<file path="config.mk">
export PLATFORM = sky130hd
export DESIGN_NAME = nal_unit_start_code_splitter
export DESIGN_NICKNAME = d
export VERILOG_FILES = /design/src/rtl/core/nalsp_pkg.sv /design/src/rtl/core/nalsp_scan.sv /design/src/rtl/core/nal_unit_start_code_splitter.sv
export SDC_FILE = /design/constraint.sdc
export NUM_CORES = 1
export LEC_CHECK = 0
export BUFFER_PORTS_ARGS = -buffer_cell sky130_fd_sc_hd__buf_2
export CAP_MARGIN = 20
export CORE_MARGIN = 5
export CORE_UTILIZATION = 55
export CTS_CLUSTER_DIAMETER = 100
export DETAILED_ROUTE_END_ITERATION = 16
export GPL_ROUTABILITY_DRIVEN = 1
export PLACE_DENSITY = 0.74
export REMOVE_ABC_BUFFERS = 1
export SLEW_MARGIN = 20
export SYNTH_ARGS = -nofsm -noshare
export SYNTH_HDL_FRONTEND = slang
export SYNTH_SLANG_ARGS = --single-unit
</file>
<file path="constraint.sdc">
create_clock -name clk_i -period 9.51 [get_ports clk_i]
set_clock_uncertainty 0.15 [all_clocks]
set_input_delay 0.4755 -clock clk_i [delete_from_list [all_inputs] [get_ports clk_i]]
set_output_delay 0.4755 -clock clk_i [all_outputs]
set_load 0.1 [all_outputs]
</file>
<file path="src/rtl/core/nalsp_pkg.sv">
// Shared types and constants for the Annex B start-code splitter.
package nalsp_pkg;

  // Scanner phase
  typedef enum logic [1:0] {
    PH_LEAD,
    PH_BODY,
    PH_DROP
  } phase_e;

  // Result status codes
  typedef enum logic [1:0] {
    ST_UNIT,
    ST_NO_LEAD,
    ST_TRUNC
  } status_e;

  localparam logic [2:0]  CodeLenNone = 3'd0;
  localparam logic [2:0]  CodeLen3    = 3'd3;
  localparam logic [2:0]  CodeLen4    = 3'd4;
  localparam logic [7:0]  ByteZero    = 8'h00;
  localparam logic [7:0]  ByteOne     = 8'h01;
  localparam logic [23:0] WinOnes     = 24'hFFFFFF;
  localparam logic [23:0] OutLenMax   = 24'hFFFFFF;

  // One reported unit
  typedef struct packed {
    status_e     status;
    logic [15:0] unit_index;
    logic [31:0] stream_offset;
    logic [2:0]  start_code_length;
    logic        forbidden_flag;
    logic [1:0]  reference_priority;
    logic [4:0]  unit_type;
    logic [23:0] payload_length;
    logic        length_saturated;
  } result_t;

endpackage

</file>
<file path="src/rtl/core/nalsp_scan.sv">
// Byte scanner: start-code state, unit counters and result formation.
module nalsp_scan #(
  parameter int LENGTH_BITS = 24
) (
  input  logic              clk_i,
  input  logic              rst_ni,
  input  logic              en_i,
  input  logic [7:0]        byte_i,
  input  logic              eos_i,
  output logic              res_valid_o,
  output nalsp_pkg::result_t res_o
);
  import nalsp_pkg::*;

  localparam int ExtW = (LENGTH_BITS > 24) ? LENGTH_BITS : 24;
  localparam logic [LENGTH_BITS-1:0] CntMax = '1;
  localparam logic [23:0] SatLen = (LENGTH_BITS >= 24) ? OutLenMax :
                                   24'((64'd1 << LENGTH_BITS) - 64'd1);

  phase_e                 phase_q, phase_d;
  logic [23:0]            win_q, win_d;
  logic [1:0]             prefix_q, prefix_d;
  logic [2:0]             code_q, code_d;
  logic [7:0]             hdr_q, hdr_d;
  logic [LENGTH_BITS-1:0] cnt_q, cnt_d;
  logic                   sat_q, sat_d;
  logic [31:0]            uoff_q, uoff_d;
  logic [31:0]            noff_q, noff_d;
  logic [15:0]            ucnt_q, ucnt_d;

  // body-phase datapath
  logic [7:0]             hdr_eff;
  logic [2:0]             found;
  logic                   cnt_top;
  logic [LENGTH_BITS-1:0] cnt_new;
  logic                   sat_new;
  logic [LENGTH_BITS:0]   diff;
  logic [LENGTH_BITS-1:0] len_lb;
  logic                   over;
  logic                   sat_fin;
  logic [23:0]            len_out;

  always_comb begin
    hdr_eff = (cnt_q == '0 && !sat_q) ? byte_i : hdr_q;
    found   = CodeLenNone;
    if (byte_i == ByteOne) begin
      if (win_q == '0) begin
        found = CodeLen4;
      end else if (win_q[15:0] == '0) begin
        found = CodeLen3;
      end
    end
    cnt_top = (cnt_q == CntMax);
    cnt_new = cnt_top ? cnt_q : cnt_q + 1'b1;
    sat_new = sat_q | cnt_top;
    // trailing start-code bytes come off the count, clamped at zero
    diff    = {1'b0, cnt_new} - (LENGTH_BITS+1)'(found);
    len_lb  = diff[LENGTH_BITS] ? '0 : diff[LENGTH_BITS-1:0];
    over    = ExtW'(len_lb) > ExtW'(OutLenMax);
    sat_fin = sat_new | over;
    len_out = sat_fin ? SatLen : 24'(len_lb);
  end

  // next state and result
  always_comb begin
    phase_d  = phase_q;
    win_d    = win_q;
    prefix_d = prefix_q;
    code_d   = code_q;
    hdr_d    = hdr_q;
    cnt_d    = cnt_q;
    sat_d    = sat_q;
    uoff_d   = uoff_q;
    ucnt_d   = ucnt_q;
    noff_d   = noff_q + 32'd1;

    res_valid_o               = 1'b0;
    res_o.status              = ST_UNIT;
    res_o.unit_index          = ucnt_q;
    res_o.stream_offset       = uoff_q;
    res_o.start_code_length   = CodeLenNone;
    res_o.forbidden_flag      = 1'b0;
    res_o.reference_priority  = 2'd0;
    res_o.unit_type           = 5'd0;
    res_o.payload_length      = '0;
    res_o.length_saturated    = 1'b0;

    case (phase_q)
      PH_LEAD: begin
        if (prefix_q >= 2'd2 && byte_i == ByteOne) begin
          // leading code complete, open the first unit
          code_d   = (prefix_q == 2'd2) ? CodeLen3 : CodeLen4;
          phase_d  = PH_BODY;
          uoff_d   = '0;
          win_d    = WinOnes;
          hdr_d    = '0;
          cnt_d    = '0;
          sat_d    = 1'b0;
          prefix_d = '0;
          if (eos_i) begin
            res_valid_o             = 1'b1;
            res_o.stream_offset     = '0;
            res_o.start_code_length = code_d;
            ucnt_d                  = ucnt_q + 16'd1;
          end
        end else if (prefix_q != 2'd3 && byte_i == ByteZero) begin
          prefix_d = prefix_q + 2'd1;
          if (eos_i) begin
            res_valid_o  = 1'b1;
            res_o.status = ST_TRUNC;
          end
        end else begin
          res_valid_o  = 1'b1;
          res_o.status = ST_NO_LEAD;
          phase_d      = PH_DROP;
        end
      end
      PH_BODY: begin
        hdr_d = hdr_eff;
        cnt_d = cnt_new;
        sat_d = sat_new;
        if (found != CodeLenNone || eos_i) begin
          res_valid_o              = 1'b1;
          res_o.start_code_length  = code_q;
          res_o.forbidden_flag     = hdr_eff[7];
          res_o.reference_priority = hdr_eff[6:5];
          res_o.unit_type          = hdr_eff[4:0];
          res_o.payload_length     = len_out;
          res_o.length_saturated   = sat_fin;
          ucnt_d                   = ucnt_q + 16'd1;
        end
        if (found != CodeLenNone) begin
          // next unit starts at the first byte of this start code
          code_d   = found;
          uoff_d   = noff_q - 32'(found) + 32'd1;
          win_d    = WinOnes;
          hdr_d    = '0;
          cnt_d    = '0;
          sat_d    = 1'b0;
          prefix_d = '0;
        end else if (!eos_i) begin
          win_d = {win_q[15:0], byte_i};
        end
      end
      PH_DROP: begin
      end
      default: begin
        phase_d = PH_DROP;
      end
    endcase

    // end of stream returns everything to the reset state
    if (eos_i) begin
      phase_d  = PH_LEAD;
      win_d    = WinOnes;
      prefix_d = '0;
      code_d   = CodeLen3;
      hdr_d    = '0;
      cnt_d    = '0;
      sat_d    = 1'b0;
      uoff_d   = '0;
      noff_d   = '0;
      ucnt_d   = '0;
    end
  end

  // state registers
  always_ff @(posedge clk_i or negedge rst_ni) begin
    if (!rst_ni) begin
      phase_q  <= PH_LEAD;
      win_q    <= WinOnes;
      prefix_q <= '0;
      code_q   <= CodeLen3;
      hdr_q    <= '0;
      cnt_q    <= '0;
      sat_q    <= 1'b0;
      uoff_q   <= '0;
      noff_q   <= '0;
      ucnt_q   <= '0;
    end else if (en_i) begin
      phase_q  <= phase_d;
      win_q    <= win_d;
      prefix_q <= prefix_d;
      code_q   <= code_d;
      hdr_q    <= hdr_d;
      cnt_q    <= cnt_d;
      sat_q    <= sat_d;
      uoff_q   <= uoff_d;
      noff_q   <= noff_d;
      ucnt_q   <= ucnt_d;
    end
  end

endmodule

</file>
<file path="src/rtl/core/nal_unit_start_code_splitter.sv">
// Top level of the Annex B start-code splitter: stream ports and item registers.
//
// Input stream: one byte of an Annex B byte stream per item on s_axis;
// tlast marks the final byte of a stream. The stream must open with
// 00 00 01 or 00 00 00 01. Each unit is reported on m_axis when the next
// start code ends it or when the stream ends; a bad opening or a stream
// that ends inside its opening code gives one error item (tuser status),
// and bytes after a bad opening are dropped until tlast.
// Throughput: one byte per clock while m_axis does not hold results back.
// The scan state takes each byte as it leaves the input register, so each
// byte can follow the previous one directly. Path: a byte sits in the input
// register, and its result is loaded into the output register for m_axis.
// Stall: when m_axis_tready_i is low with a result pending, the input
// register holds its byte and s_axis_tready_o drops once that register is
// full; nothing is lost or repeated.
// Reset: all scan state returns to "expecting leading start code", both
// registers empty. After every tlast byte the scan state also resets, so a
// new stream may follow at once.
// LENGTH_BITS sets the payload counter width; lengths saturate at its top, or at the 24-bit output top if lower.
module nal_unit_start_code_splitter #(
  parameter int LENGTH_BITS = 24
) (
  input  logic        clk_i,
  input  logic        rst_ni,
  input  logic        s_axis_tvalid_i,
  output logic        s_axis_tready_o,
  input  logic [7:0]  s_axis_tdata_i,   // [7:0] data_byte
  input  logic        s_axis_tlast_i,   // end_of_stream
  output logic        m_axis_tvalid_o,
  input  logic        m_axis_tready_i,
  // [15:0] unit_index, [47:16] stream_offset, [50:48] start_code_length,
  // [51] forbidden_flag, [53:52] reference_priority, [58:54] unit_type,
  // [82:59] payload_length, [83] length_saturated, [87:84] zero
  output logic [87:0] m_axis_tdata_o,
  output logic [1:0]  m_axis_tuser_o   // [1:0] status
);
  import nalsp_pkg::*;

  logic       in_valid_q, in_valid_d;
  logic [7:0] in_byte_q;
  logic       in_eos_q;
  logic       out_valid_q, out_valid_d;
  result_t    out_q;
  logic       advance;
  logic       res_valid;
  result_t    res;

  // input register moves on whenever the output register can take a result
  assign advance         = in_valid_q && (!out_valid_q || m_axis_tready_i);
  assign s_axis_tready_o = !in_valid_q || advance;
  assign in_valid_d      = s_axis_tready_o ? s_axis_tvalid_i : in_valid_q;

  always_comb begin
    out_valid_d = out_valid_q;
    if (advance) begin
      out_valid_d = res_valid;
    end else if (m_axis_tready_i) begin
      out_valid_d = 1'b0;
    end
  end

  nalsp_scan #(
    .LENGTH_BITS(LENGTH_BITS)
  ) u_scan (
    .clk_i      (clk_i),
    .rst_ni     (rst_ni),
    .en_i       (advance),
    .byte_i     (in_byte_q),
    .eos_i      (in_eos_q),
    .res_valid_o(res_valid),
    .res_o      (res)
  );

  // handshake flags
  always_ff @(posedge clk_i or negedge rst_ni) begin
    if (!rst_ni) begin
      in_valid_q  <= 1'b0;
      out_valid_q <= 1'b0;
    end else begin
      in_valid_q  <= in_valid_d;
      out_valid_q <= out_valid_d;
    end
  end

  // item payloads
  always_ff @(posedge clk_i) begin
    if (s_axis_tready_o && s_axis_tvalid_i) begin
      in_byte_q <= s_axis_tdata_i;
      in_eos_q  <= s_axis_tlast_i;
    end
    if (advance && res_valid) begin
      out_q <= res;
    end
  end

  assign m_axis_tvalid_o = out_valid_q;
  assign m_axis_tuser_o  = out_q.status;
  assign m_axis_tdata_o  = {4'd0,
                            out_q.length_saturated,
                            out_q.payload_length,
                            out_q.unit_type,
                            out_q.reference_priority,
                            out_q.forbidden_flag,
                            out_q.start_code_length,
                            out_q.stream_offset,
                            out_q.unit_index};

endmodule
</file>
* Yosys cells after proc, flatten, opt, wreduce, memory -nomap -nowiden
Index checks and enable logic that the tools add are counted.
** Word-level totals
- Flip-flop bits (word level) :: 241
- Latch bits :: 0
- Memory bits (writable) :: 0
- Memory bits (read-only) :: 0
- Bits of input ports :: 13
- Output and inout port bits :: 92
- Memories kept :: 0
** Cells by class
- $add $sub $neg :: 7
- Multiply operators :: 0
- Div/mod/pow operators :: 0
- $lt $le $gt $ge :: 2
- Equal/unequal tests :: 11
- Shift-type cells :: 0
- Mux-type cells :: 59
- Bitwise operators :: 4
- Reduce and logical (&&, ||, !) cells :: 31
** Operators with widths (count)
- $mux W24 :: 9
- $mux W32 :: 5
- $pmux W24 S2 :: 2
- $mux W35 :: 2
- $add A32 B1 Y32 const B :: 2
- $pmux W32 S2 :: 1
- $logic_not A24 Y1 :: 2
- $mux W16 :: 3
- $mux W36 :: 1
- $mux W8 :: 4
- $sub A32 B3 Y32 :: 1
- $sub A24 B3 Y25 :: 1
- $add A24 B1 Y24 const B :: 1
- $eq A24 B24 Y1 const B :: 1
- $gt A24 B24 Y1 const B :: 1
- $mux W2 :: 9
- $mux W3 :: 6
- $add A16 B1 Y16 const B :: 1
- $logic_not A16 Y1 :: 1
- $pmux W8 S2 :: 1
- $pmux W3 S2 :: 2
- $mux W1 :: 10
- $reduce_and A3 Y1 :: 3
- $eq A8 B1 Y1 const B :: 1
- other kinds (24) :: 44

* Logic depth before layout (Yosys ltp)
Gate-level depths: netlist of run 1.
- Depth in word-level cells :: 11
- Depth in mapped cells :: 18

* Hierarchy
A second synthesis of run 1 with hierarchy kept.
** Second synthesis, totals
- Cell total of the unflattened synthesis :: 1302
- Area total of the unflattened synthesis :: 13127.6 µm²
** By module, submodules not included
- nalsp_scan :: instances 1, cells each 1192, area each 10132.2 µm², sequential area each 3609.7 µm²
- nal_unit_start_code_splitter :: instances 1, cells each 110, area each 2995.4 µm², sequential area each 2902.8 µm²

* Worst setup path before layout of run 1
OpenSTA, ideal clock, no wires.
- Kind :: register to register
- Start :: register in_byte_q[2]
- End :: register out_q, in the netlist m_axis_tdata_o[0], enable pin
- Data arrival time :: 5656 ps
- Required time :: 8779 ps
- Slack :: 3123 ps
- Cell stages (with the launch flop) :: 6
- Buffers on the path :: 0
- Cells stage by stage :: edfxtp_1 nor4_1 nand4b_1 nor2_1 o21ai_0 a31oi_1
** Between the ends
- Longest elaborated chain between the ends :: 7
** Ends and longest elaborated chain
- start, declared :: line nal_unit_start_code_splitter.sv:40 : logic [7:0] in_byte_q;
- start signal, assigned :: line nal_unit_start_code_splitter.sv:88 : in_byte_q <= s_axis_tdata_i;
- $eq A8 B1 Y1 :: line nalsp_scan.sv:46, nalsp_scan.sv:90
- $mux W3 :: line nalsp_scan.sv:46 : if (byte_i == ByteOne) begin
- $reduce_bool A3 Y1 :: line nalsp_scan.sv:122 : if (found != CodeLenNone || eos_i) begin
- $logic_or A1 B1 Y1 :: line nalsp_scan.sv:122
- $mux W1 :: line nalsp_scan.sv:122
- $pmux W1 S2 * :: line nalsp_scan.sv:88 : case (phase_q)
- $logic_and A1 B1 Y1 * :: line nal_unit_start_code_splitter.sv:91 : if (advance && res_valid) begin
- end signal, assigned :: line nal_unit_start_code_splitter.sv:92 : out_q <= res;
- end, declared :: line nal_unit_start_code_splitter.sv:43 : result_t out_q;
Mark *: on every way between the ends. The rest lies on a longest branch, timed or not.
A chain may end at the register's enable or synchronous reset.

* Worst setup path after layout of run 1
- Start :: register in_byte_q[2]
- End :: register u_scan.uoff_q[29]
** Between the ends
- Longest elaborated chain between the ends :: 7
** Ends and longest elaborated chain
- $eq A8 B1 Y1 * :: line nalsp_scan.sv:46, nalsp_scan.sv:90
- $mux W3 :: line nalsp_scan.sv:46
- $sub A32 B3 Y32 :: line nalsp_scan.sv:135 : uoff_d = noff_q - 32'(found) + 32'd1;
- $add A32 B1 Y32 :: line nalsp_scan.sv:135
- $mux W32 :: line nalsp_scan.sv:132 : if (found != CodeLenNone) begin
- $pmux W32 S2 :: line nalsp_scan.sv:88
- $mux W32 :: line nalsp_scan.sv:153 : if (eos_i) begin
- end signal, assigned :: line nalsp_scan.sv:188 : uoff_q <= uoff_d;
- end, declared :: line nalsp_scan.sv:27 : logic [31:0] uoff_q, uoff_d;
Mark *: on every way between the ends. The rest lies on a longest branch, timed or not. The select of a mux whose other input is x is not followed.

==> flow_metrics.env, run 1 <==
export IMPL_worstMarginPinSlew_ps=1020
export IMPL_synth_cells=1306
export IMPL_critPathLaunchType="register"
export IMPL_post_route_period_util_pct=55.4
export IMPL_grt_pass1_vias=9661
export IMPL_final_period_minus_worst_setup_slack_ps=5270
export IMPL_grt_max_degree=98
export IMPL_cts_buffers=26
export IMPL_final_core_util_pct=63.3
export IMPL_drt_initial_drc_count=796
export IMPL_hold_path_class="input pin to register"
export IMPL_power_leakage_nw=6.50
export IMPL_muxShareOfSynthArea_pct=1.06
export IMPL_reg2reg_depth=18
export IMPL_synthDistinctLibCells=79
export IMPL_synth_area_leaders="dfrtp_1, edfxtp_1, ha_1, dfstp_2, nand2_1"
export IMPL_overflow=0
export IMPL_synth_fa_ha_area_share_pct=7.11
export IMPL_cts_sinks=239
export IMPL_synth_edf_count=94
export IMPL_crit_reg2reg_launch="in_byte_q[2]"
export IMPL_worstSetupEndpointType="register"
export IMPL_clock_root_buffer="clkbuf_16"
export IMPL_reg2reg_to="u_scan.uoff_q[29]"
export IMPL_synth_seq_area_share_pct=49.6
export IMPL_place_gp_congestion=0.959
export IMPL_first_pass_iters=5
export IMPL_layout_common_cells="nand2_1, dfrtp_1, nor2_1, buf_2, edfxtp_1"
export IMPL_synth_xor_area_share_pct=6.03
export IMPL_clockBufferDepth=3
export IMPL_synth_seq_cells=239
export IMPL_rsz0062_at_grt="false"
export IMPL_antenna_cells=0
export IMPL_cts_setup_buffers=0
export IMPL_setup_viol=0
export IMPL_totalPowerFinal_w=0.00434
export IMPL_whs_path_depth=3
export IMPL_dp_hpwl_microns=20700
export IMPL_slew_headroom_pct=32.3
export IMPL_whs_ps=109
export IMPL_core_area_sq_um=23400
export IMPL_start_util_pct=55.8
export IMPL_drc_errors=0
export IMPL_netlist_area_leader_share_pct=23.0
export IMPL_antenna_found_initial=0
export IMPL_syn_avg_cell_area_sq_um=10.0
export IMPL_ctsResizeCount=0
export IMPL_ys_flop_type="dfrtp_1"
export IMPL_status="completed"
export IMPL_die_w_microns=164
export IMPL_hp_start="m_axis_tready_i"
export IMPL_async_flop_share_pct=60.7
export IMPL_nets=1487
export IMPL_cts_max_level=1
export IMPL_worst_skew_pair_late_latency_ps=530
export IMPL_rows=56
export IMPL_nFillCells=1960
export IMPL_grt_total_usage_pct=22.3
export IMPL_maxSlewViolCount=0
export IMPL_dr_total_vias=9986
export IMPL_ir_drop_uv=190
export IMPL_syn_cell_area_sq_um=13100
export IMPL_synth_compound_area_share_pct=14.8
export IMPL_wl_per_cell_microns=17.2
export IMPL_ant_nets=0
export IMPL_p_per_area_nw_per_um2=293
export IMPL_syn_to_final_growth_pct=13.3
export IMPL_critPathRequiredTime_ps=9740
export IMPL_dieHeight_microns=164
export IMPL_whs_endpoint="m_axis_tvalid_o"
export IMPL_cts_clk_slew_worst_paths_ps=60
export IMPL_final_common_cell="nand2_1"
export IMPL_wl_microns=30000
export IMPL_crit_fanout=6
export IMPL_vias_per_cell=5.74
export IMPL_dieArea_sq_um=26900
export IMPL_cts_tree="built"
export IMPL_io_pins=105
export IMPL_synthSimpleGateAreaFrac_pct=17.7
export IMPL_reg2reg_slack_ps=4240
export IMPL_drive_above_1_share_pct=14.9
export IMPL_criticalPathCategory="register to register"
export IMPL_synth_top_cell_by_area="dfrtp_1"
export IMPL_final_hold_viol_count=0
export IMPL_portBuffers=100
export IMPL_fin_setup_tns_ps=0
export IMPL_fmax_mhz=190
export IMPL_synth_top_family_by_area="simple AND/OR/NAND/NOR gates"
export IMPL_hold_buffers=11
export IMPL_ys_warn_count=0
export IMPL_cap_violations=0
export IMPL_cp_arrival_ps=5500
export IMPL_grt_pass1_wl_microns=49400
[how the worst max path moves through the flow]
stage                 startpoint  slack, ps                end
floorplan           in_byte_q[2]       2830  m_axis_tdata_o[0]
global placement    in_byte_q[2]       4550  u_scan.uoff_q[29]
detailed placement  in_byte_q[2]       4360  u_scan.uoff_q[29]
CTS                 in_byte_q[2]       4280  u_scan.uoff_q[29]
global route        in_byte_q[2]       3920  u_scan.uoff_q[29]
finish              in_byte_q[2]       4240  u_scan.uoff_q[29]
[registers in the layout, indices dropped and copies added, names as in the netlist, 2 cells and up]
register,flops
u_scan.hdr_q,8
in_byte_q,8
u_scan.noff_q,32
u_scan.code_q,2
u_scan.ucnt_q,16
m_axis_tdata_o,83
u_scan.cnt_q,24
u_scan.phase_q,2
u_scan.uoff_q,32
u_scan.win_q,24
u_scan.prefix_q,2
m_axis_tuser_o,2
[final cells by class]
cell class	instances	area [sq um]	area share, %
Inverter	56	210	1.42
Tap cell	319	399	2.70
Multi-Input combinational cell	954	6150	41.5
Sequential cell	239	6480	43.8
Timing Repair Buffer	124	734	4.96
Clock inverter	6	58.8	0.397
Clock buffer	42	772	5.21
[cells in the mapped netlist, types with 4 or more instances]
| library cell | count |
|---|---|
| or3_1 | 6 |
| a21o_1 | 24 |
| and3_1 | 15 |
| a211oi_1 | 7 |
| a31oi_1 | 12 |
| buf_2 | 8 |
| o31ai_1 | 42 |
| buf_1 | 4 |
| o211ai_1 | 6 |
| and2_1 | 9 |
| dfstp_2 | 25 |
| clkbuf_1 | 41 |
| o21ai_0 | 91 |
| inv_1 | 56 |
| dfrtp_1 | 120 |
| o22ai_1 | 12 |
| nor3_1 | 31 |
| ha_1 | 71 |
| o21bai_1 | 4 |
| buf_4 | 6 |
| nand4_1 | 13 |
| nor2b_1 | 36 |
| mux2i_1 | 9 |
| xor2_1 | 30 |
| nand2_1 | 140 |
| or2_2 | 5 |
| nor2_1 | 112 |
| xnor2_1 | 60 |
| nand3_1 | 47 |
| nand2b_1 | 5 |
| o21ai_1 | 11 |
| and4_1 | 4 |
| a21oi_1 | 66 |
| nor4_1 | 14 |
| edfxtp_1 | 94 |
[routing by layer]
layer	part of all wire, %	vias to the layer above	track usage [%]
met5	0	-	0
met4	1.6	0	5.11
met3	5.7	41	2.76
met2	47	252	36.8
met1	45	4841	32.0
li1	-	4852	-
[power by group]
part	switching, W	leakage (nW)	internal (W)
Combinational	0.00144	3.27	0.000458
Sequential	0.000122	2.84	0.00134
Clock	0.000397	0.398	0.000580
Total	0.00196	6.50	0.00238
[kinds of logic (layout without fill, tap and decap cells)]
kind of cell / after synthesis / after routing
simple gates: 465 / 465
fa+ha+maj: 73 / 73
mux: 13 / 13
compound gates: 309 / 309
buf+inv: 116 / 228
xor+xnor: 90 / 90
flops: 239 / 239
other cells: 1 / 4
[critical path: stages (launching register included)]
cell and delay [ps]:
edfxtp_1 430, nor4_1 420, nand4b_1 280, nor2_1 400
nand2_1 260, inv_1 140, ha_1 120, inv_1 40
ha_1 220, fa_1 440, a211oi_1 380, o21ai_0 220
a211oi_1 340, o31ai_1 170, a221oi_1 400, o21ai_0 220
a31oi_1 220, xor2_1 180, o21ai_0 100
[per-stage QoR]
| stage | instances | area, sq um | worst slack, ps |
|---|---|---|---|
| CTS | 1740 | 14800 | 4280 |
| floorplan | 1249 | 12800 | 2830 |
| global route | 1740 | 14800 | 3920 |
| finish | 1740 | 14800 | 4240 |
| global placement | 1680 | 13800 | 4550 |
| detailed placement | 1681 | 13900 | 4360 |
Note: power is estimated with default switching activity, not from simulation.
==> inputs of run 2 (changes only) <==
Settings changed: PLACE_DENSITY 0.74 to 0.77.
Clock period 9.51 ns to 4.7 ns, I/O delays scaled along.
==> flow_metrics.env, run 2 (synthesis gave the netlist of run 1 again) <==
export IMPL_cts_buffers=26
export IMPL_setup_viol=0
export IMPL_reg2reg_depth=18
export IMPL_dr_total_vias=10200
export IMPL_dp_hpwl_microns=20900
export IMPL_worstMarginPinSlew_ps=922
export IMPL_cap_violations=0
export IMPL_clock_root_buffer="clkbuf_16"
export IMPL_slew_headroom_pct=38.5
export IMPL_crit_chain="nor4_4 -> nand4b_1 -> nor2_4 -> nand2_1 -> inv_1 -> ha_1 -> inv_1 -> ha_1 -> fa_1 -> a211oi_2 -> o21ai_1 -> a211oi_2 -> o31ai_1 -> a221oi_2 -> o21ai_0 -> a31oi_1 -> xor2_1 -> o21ai_0"
export IMPL_syn_to_final_growth_pct=14.5
export IMPL_worst_skew_pair_late_latency_ps=520
export IMPL_cts_clk_slew_worst_paths_ps=70
export IMPL_placed_area_sq_um=14000
export IMPL_core_area_sq_um=23400
export IMPL_first_pass_iters=5
export IMPL_critPathLaunchType="register"
export IMPL_rsz0062_at_grt="false"
export IMPL_criticalPathCategory="register to register"
export IMPL_largest_reg_flops=83
export IMPL_drc_errors=0
export IMPL_ir_drop_uv=366
export IMPL_die_w_microns=164
export IMPL_cts_max_level=1
export IMPL_reg2reg_to="u_scan.uoff_q[29]"
export IMPL_worstSetupEndpointType="register"
export IMPL_place_gp_congestion=0.923
export IMPL_antenna_cells=0
export IMPL_p_per_area_nw_per_um2=593
export IMPL_post_route_period_util_pct=92.9
export IMPL_reg2reg_slack_ps=340
export IMPL_cts_setup_buffers=0
export IMPL_wl_per_cell_microns=17.5
export IMPL_portBuffers=100
export IMPL_dieArea_sq_um=26900
export IMPL_power_leakage_nw=6.59
export IMPL_vias_per_cell=5.79
export IMPL_io_pins=105
export IMPL_maxSlewViolCount=0
export IMPL_drt_initial_drc_count=807
export IMPL_rows=56
export IMPL_fmax_mhz=229
export IMPL_status="completed"
export IMPL_cts_sinks=239
export IMPL_layout_common_cells="nand2_1, dfrtp_1, nor2_1, buf_2, edfxtp_1"
export IMPL_wl_microns=30700
export IMPL_dieHeight_microns=164
export IMPL_final_period_minus_worst_setup_slack_ps=4360
export IMPL_final_cell_area_sq_um=15000
export IMPL_critPathRequiredTime_ps=4950
export IMPL_final_common_cell="nand2_1"
export IMPL_cts_tree="built"
export IMPL_dpl_cell_count=1695
export IMPL_ant_nets=0
export IMPL_clockBufferDepth=3
export IMPL_cp_arrival_ps=4610
export IMPL_final_cells=1756
export IMPL_start_util_pct=55.8
export IMPL_nets=1503
export IMPL_grt_total_usage_pct=22.7
export IMPL_crit_end="u_scan.uoff_q[29]"
export IMPL_worstSetupStartpoint="in_byte_q[2]"
export IMPL_grt_max_degree=110
export IMPL_grt_pass1_vias=10100
export IMPL_drive_above_1_share_pct=16.3
export IMPL_slowest_delay_ps=460
export IMPL_crit_fanout=4
export IMPL_crit_reg2reg_launch="in_byte_q[2]"
export IMPL_final_hold_viol_count=0
export IMPL_overflow=0
export IMPL_hold_path_class="input pin to asynchronous set/reset pin"
export IMPL_antenna_found_initial=0
export IMPL_cpMaxStageDelayCell="edfxtp_1"
export IMPL_grt_pass1_wl_microns=50100
## run 2: cell types whose count changed in the layout (fill, tap and decap cells not counted), moves of 2 or more
cell	previous run	this run
clkinv_2	2	5
clkbuf_8	4	2
clkbuf_1	11	7
buf_4	12	27
a211oi_1	7	5
dlygate4sd3_1	11	13
a211oi_2	0	2
## run 2: metal layers
metal	GRT usage [%]	vias to the layer above	routed length (microns)
li1	-	4884	-
met1	31.3	4960	13300
met2	38.4	276	15000
met3	2.96	47	1860
met4	5.26	0	563
met5	0	-	0
## run 2: worst max-delay path: cells and delay by family (launching register included)
family                   cells  cell delay (ps)
AO/OA/AOI/OAI                8             1630
XOR/XNOR                     1              160
adder cells (fa/ha/maj)      3              810
buffers and inverters        2              140
flip-flops                   1              460
AND/OR/NAND/NOR              4              880
## run 2: cell type report
| class | instances | area, sq um |
|---|---|---|
| inverter | 56 | 210 |
| multi-input combinational | 954 | 6190 |
| clock inverter | 13 | 125 |
| clock buffer | 35 | 716 |
| fill | 1910 | 8440 |
| sequential | 239 | 6480 |
| timing repair buffer | 140 | 842 |
| tap | 319 | 399 |
## run 2: worst min path at each step
| stage | cells past startpoint | end | slack [ps] | startpoint |
|---|---|---|---|---|
| after floorplan | 0 | in_valid_q | -210 | rst_ni |
| after global placement | 1 | in_byte_q[6] | 270 | s_axis_tdata_i[6] |
| after detailed placement | 1 | in_eos_q | 270 | s_axis_tlast_i |
| after CTS | 2 | in_eos_q | 260 | s_axis_tlast_i |
| after global routing | 2 | in_byte_q[4] | 270 | s_axis_tdata_i[4] |
| final | 2 | u_scan.cnt_q[13] | 240 | rst_ni |
## run 2: through the flow
step                      TNS (ps)  total power, W  util (%)  worst slack (ps)  hold WS (ps)
final                            0         0.00888      63.9               336           243
after global routing             0         0.00933      63.9              3.01           266
after CTS                        0         0.00889      63.8              7.09           260
after detailed placement      -273         0.00685      59.6              -199           269
after global placement           0         0.00677      59.6               139           267
after floorplan            -211040         0.00603         -             -1980          -211
## run 2: timing repair
action / 4_1_cts / 5_1_grt
hold buffers: 13 / 0
pin swaps: 0 / 2
endpoints found under the setup margin: 3 / 4
endpoints found under the hold margin: 94 / 0
resized for setup: 3 / 5
## run 2: power by group
group,internal (W),switching (W),leakage [nW]
clock network,0.00118,0.000819,0.408
registers,0.00271,0.000253,2.84
logic,0.000966,0.00295,3.34
total,0.00486,0.00402,6.59
==> inputs of run 3 (changes only) <==
Settings changed: ABC_AREA from default to 1.
==> flow_metrics.env, run 3 <==
export IMPL_status="completed"
export IMPL_grt_pass1_vias=11300
export IMPL_switching_share_pct=44.3
export IMPL_worstSetupEndpointType="register"
export IMPL_start_util_pct=55.6
export IMPL_drt_initial_drc_count=877
export IMPL_cts_tree="built"
export IMPL_ant_nets=0
export IMPL_seqPwrFrac_pct=35.7
export IMPL_wl_microns=34700
export IMPL_setup_viol=0
export IMPL_synth_area_leaders="dfrtp_1, edfxtp_1, nand2_1, ha_1, inv_1"
export IMPL_reg2reg_slack_ps=610
export IMPL_first_pass_iters=5
export IMPL_intPower_w=0.00405
export IMPL_cap_violations=0
export IMPL_cts_clk_slew_worst_paths_ps=60
export IMPL_post_route_period_util_pct=86.9
export IMPL_cts_buffers=26
export IMPL_fmax_mhz=245
export IMPL_synth_seq_area_share_pct=48.1
export IMPL_overflow=0
export IMPL_criticalPathCategory="register to register"
export IMPL_final_cells=2073
export IMPL_clkPwrFrac_pct=26.6
export IMPL_syn_cell_area_sq_um=13500
export IMPL_crit_fanout=39
export IMPL_dp_hpwl_microns=25700
export IMPL_vias_per_cell=5.46
export IMPL_final_hold_viol_count=0
export IMPL_antenna_cells=0
export IMPL_place_gp_congestion=0.915
export IMPL_synth_edf_count=94
export IMPL_worst_skew_pair_late_latency_ps=540
export IMPL_power_leakage_nw=7.62
export IMPL_syn_to_final_growth_pct=13.2
export IMPL_core_area_sq_um=24200
export IMPL_wl_per_cell_microns=16.7
export IMPL_async_flop_share_pct=60.7
export IMPL_p_switching_w=0.00322
export IMPL_cp_arrival_ps=4200
export IMPL_final_common_cell="nand2_1"
export IMPL_cts_sinks=239
export IMPL_die_w_microns=167
export IMPL_dr_total_vias=11300
export IMPL_nets=1815
export IMPL_crit_reg2reg_launch="u_scan.cnt_q[0]"
export IMPL_portBuffers=100
export IMPL_synthDistinctLibCells=52
export IMPL_ys_warn_count=0
export IMPL_cts_max_level=1
export IMPL_grt_total_usage_pct=24.8
export IMPL_dieHeight_microns=167
export IMPL_cts_setup_buffers=0
export IMPL_yosys_top_cells_count="nand2_1, inv_1, nor2_1"
export IMPL_antenna_found_initial=1
export IMPL_dieArea_sq_um=27800
export IMPL_dpl_cell_count=2010
export IMPL_p_per_area_nw_per_um2=476
export IMPL_netlist_area_leader_share_pct=22.3
export IMPL_yosysMostFrequentCell="nand2_1"
export IMPL_synth_top_cell_by_area="dfrtp_1"
export IMPL_synth_seq_cells=239
export IMPL_maxSlewViolCount=0
export IMPL_power_frac_comb_pct=37.6
export IMPL_fin_setup_tns_ps=0
export IMPL_syn_avg_cell_area_sq_um=8.37
export IMPL_grt_max_degree=75
export IMPL_ir_drop_uv=436
export IMPL_reg2reg_to="m_axis_tdata_o[80]"
export IMPL_synth_cells=1611
export IMPL_clockBufferDepth=3
export IMPL_critPathLaunchType="register"
export IMPL_io_pins=105
export IMPL_final_period_minus_worst_setup_slack_ps=4090
export IMPL_ys_flop_type="dfrtp_1"
export IMPL_hold_path_class="input pin to asynchronous set/reset pin"
export IMPL_grt_pass1_wl_microns=57100
export IMPL_slew_headroom_pct=31.9
export IMPL_drive_above_1_share_pct=12.3
export IMPL_rsz0062_at_grt="false"
export IMPL_layout_common_cells="nand2_1, inv_1, nor2_1, dfrtp_1, o21ai_0"
export IMPL_drc_errors=0
export IMPL_worstMarginPinSlew_ps=1020
export IMPL_critPathRequiredTime_ps=4820
export IMPL_clock_root_buffer="clkbuf_16"
export IMPL_rows=57
export IMPL_largest_reg_flops=83
export IMPL_reg2reg_depth=21
[run 3: metal layers]
| metal | global-route usage [%] | wire, microns | vias up |
|---|---|---|---|
| met5 | 0 | 13 | - |
| met4 | 6.94 | 935 | 2 |
| met3 | 3.70 | 2050 | 70 |
| met2 | 42.9 | 16900 | 336 |
| met1 | 32.6 | 14800 | 5332 |
| li1 | - | - | 5578 |
[run 3: worst max-delay path: stages, from the launching register on]
cell	delay, ps
dfrtp_1	450
ha_1	320
nand2_1	160
nor2_4	70
nand2_2	100
nor2_2	60
nand2_2	60
buf_4	350
inv_2	90
a21oi_1	220
inv_1	90
ha_1	340
nand2_1	90
nand2_1	40
a31oi_1	240
nand4_1	240
inv_1	120
nand2_2	90
nor2_2	200
nand4_1	140
nand3_1	120
nand2_1	60
[run 3: worst max-delay path by stage]
stage                         start  slack (ps)                 end  cells after the start
finish              u_scan.cnt_q[0]         610  m_axis_tdata_o[80]                     21
CTS                 u_scan.cnt_q[0]         650  m_axis_tdata_o[80]                     21
global placement    u_scan.cnt_q[0]         820  m_axis_tdata_o[82]                     21
detailed placement  u_scan.cnt_q[0]         680  m_axis_tdata_o[82]                     21
global route        u_scan.cnt_q[0]         340  m_axis_tdata_o[82]                     21
floorplan           u_scan.cnt_q[0]         870  m_axis_tdata_o[73]                     18
[run 3: repair_timing]
action	4_1_cts	5_1_grt
hold buffers	14	0
resized for setup	0	0
endpoints found under the hold margin	83	0
[run 3: power groups by stage]
stage	clock (W)	sequential (W)	combinational (W)
6_report	0.00193	0.00260	0.00274
5_1_grt	0.00208	0.00263	0.00291
4_1_cts	0.00198	0.00260	0.00273
3_5_place_dp	0	0.00263	0.00271
3_3_place_gp	0	0.00263	0.00267
2_1_floorplan	0	0.00406	0.000774
[run 3: kinds of logic after synthesis]
| family | Yosys count | share of synthesized area (%) |
|---|---|---|
| and+or+nand+nor | 731 | 23.6 |
| buffers and inverters | 251 | 7.40 |
| adders and majority gates | 73 | 6.88 |
| other | 1 | 0.0278 |
| muxes | 3 | 0.223 |
| AOI/OAI and AO/OA | 276 | 11.4 |
| DFF | 239 | 48.1 |
| xor gates and xnor gates | 37 | 2.40 |
[run 3: stage by stage]
step | hold WS, ps | util, % | instance area [sq um] | setup slack (ps) | total power (W)
3_5_place_dp | 157 | 59.0 | 14300 | 684 | 0.00534
5_1_grt | 212 | 63.0 | 15300 | 342 | 0.00761
3_3_place_gp | 149 | 59.0 | 14300 | 825 | 0.00530
4_1_cts | 166 | 62.9 | 15300 | 654 | 0.00730
6_report | 150 | 63.0 | 15300 | 615 | 0.00727
2_1_floorplan | -211 | - | 13300 | 870 | 0.00483
[run 3: cell type report]
type | count | area (sq um)
inverter | 213 | 801
fill | 2101 | 8980
tap | 324 | 405
timing repair buffer | 125 | 749
clock inverter | 13 | 110
sequential | 239 | 6480
clock buffer | 35 | 704
multi-input combinational | 1124 | 6020
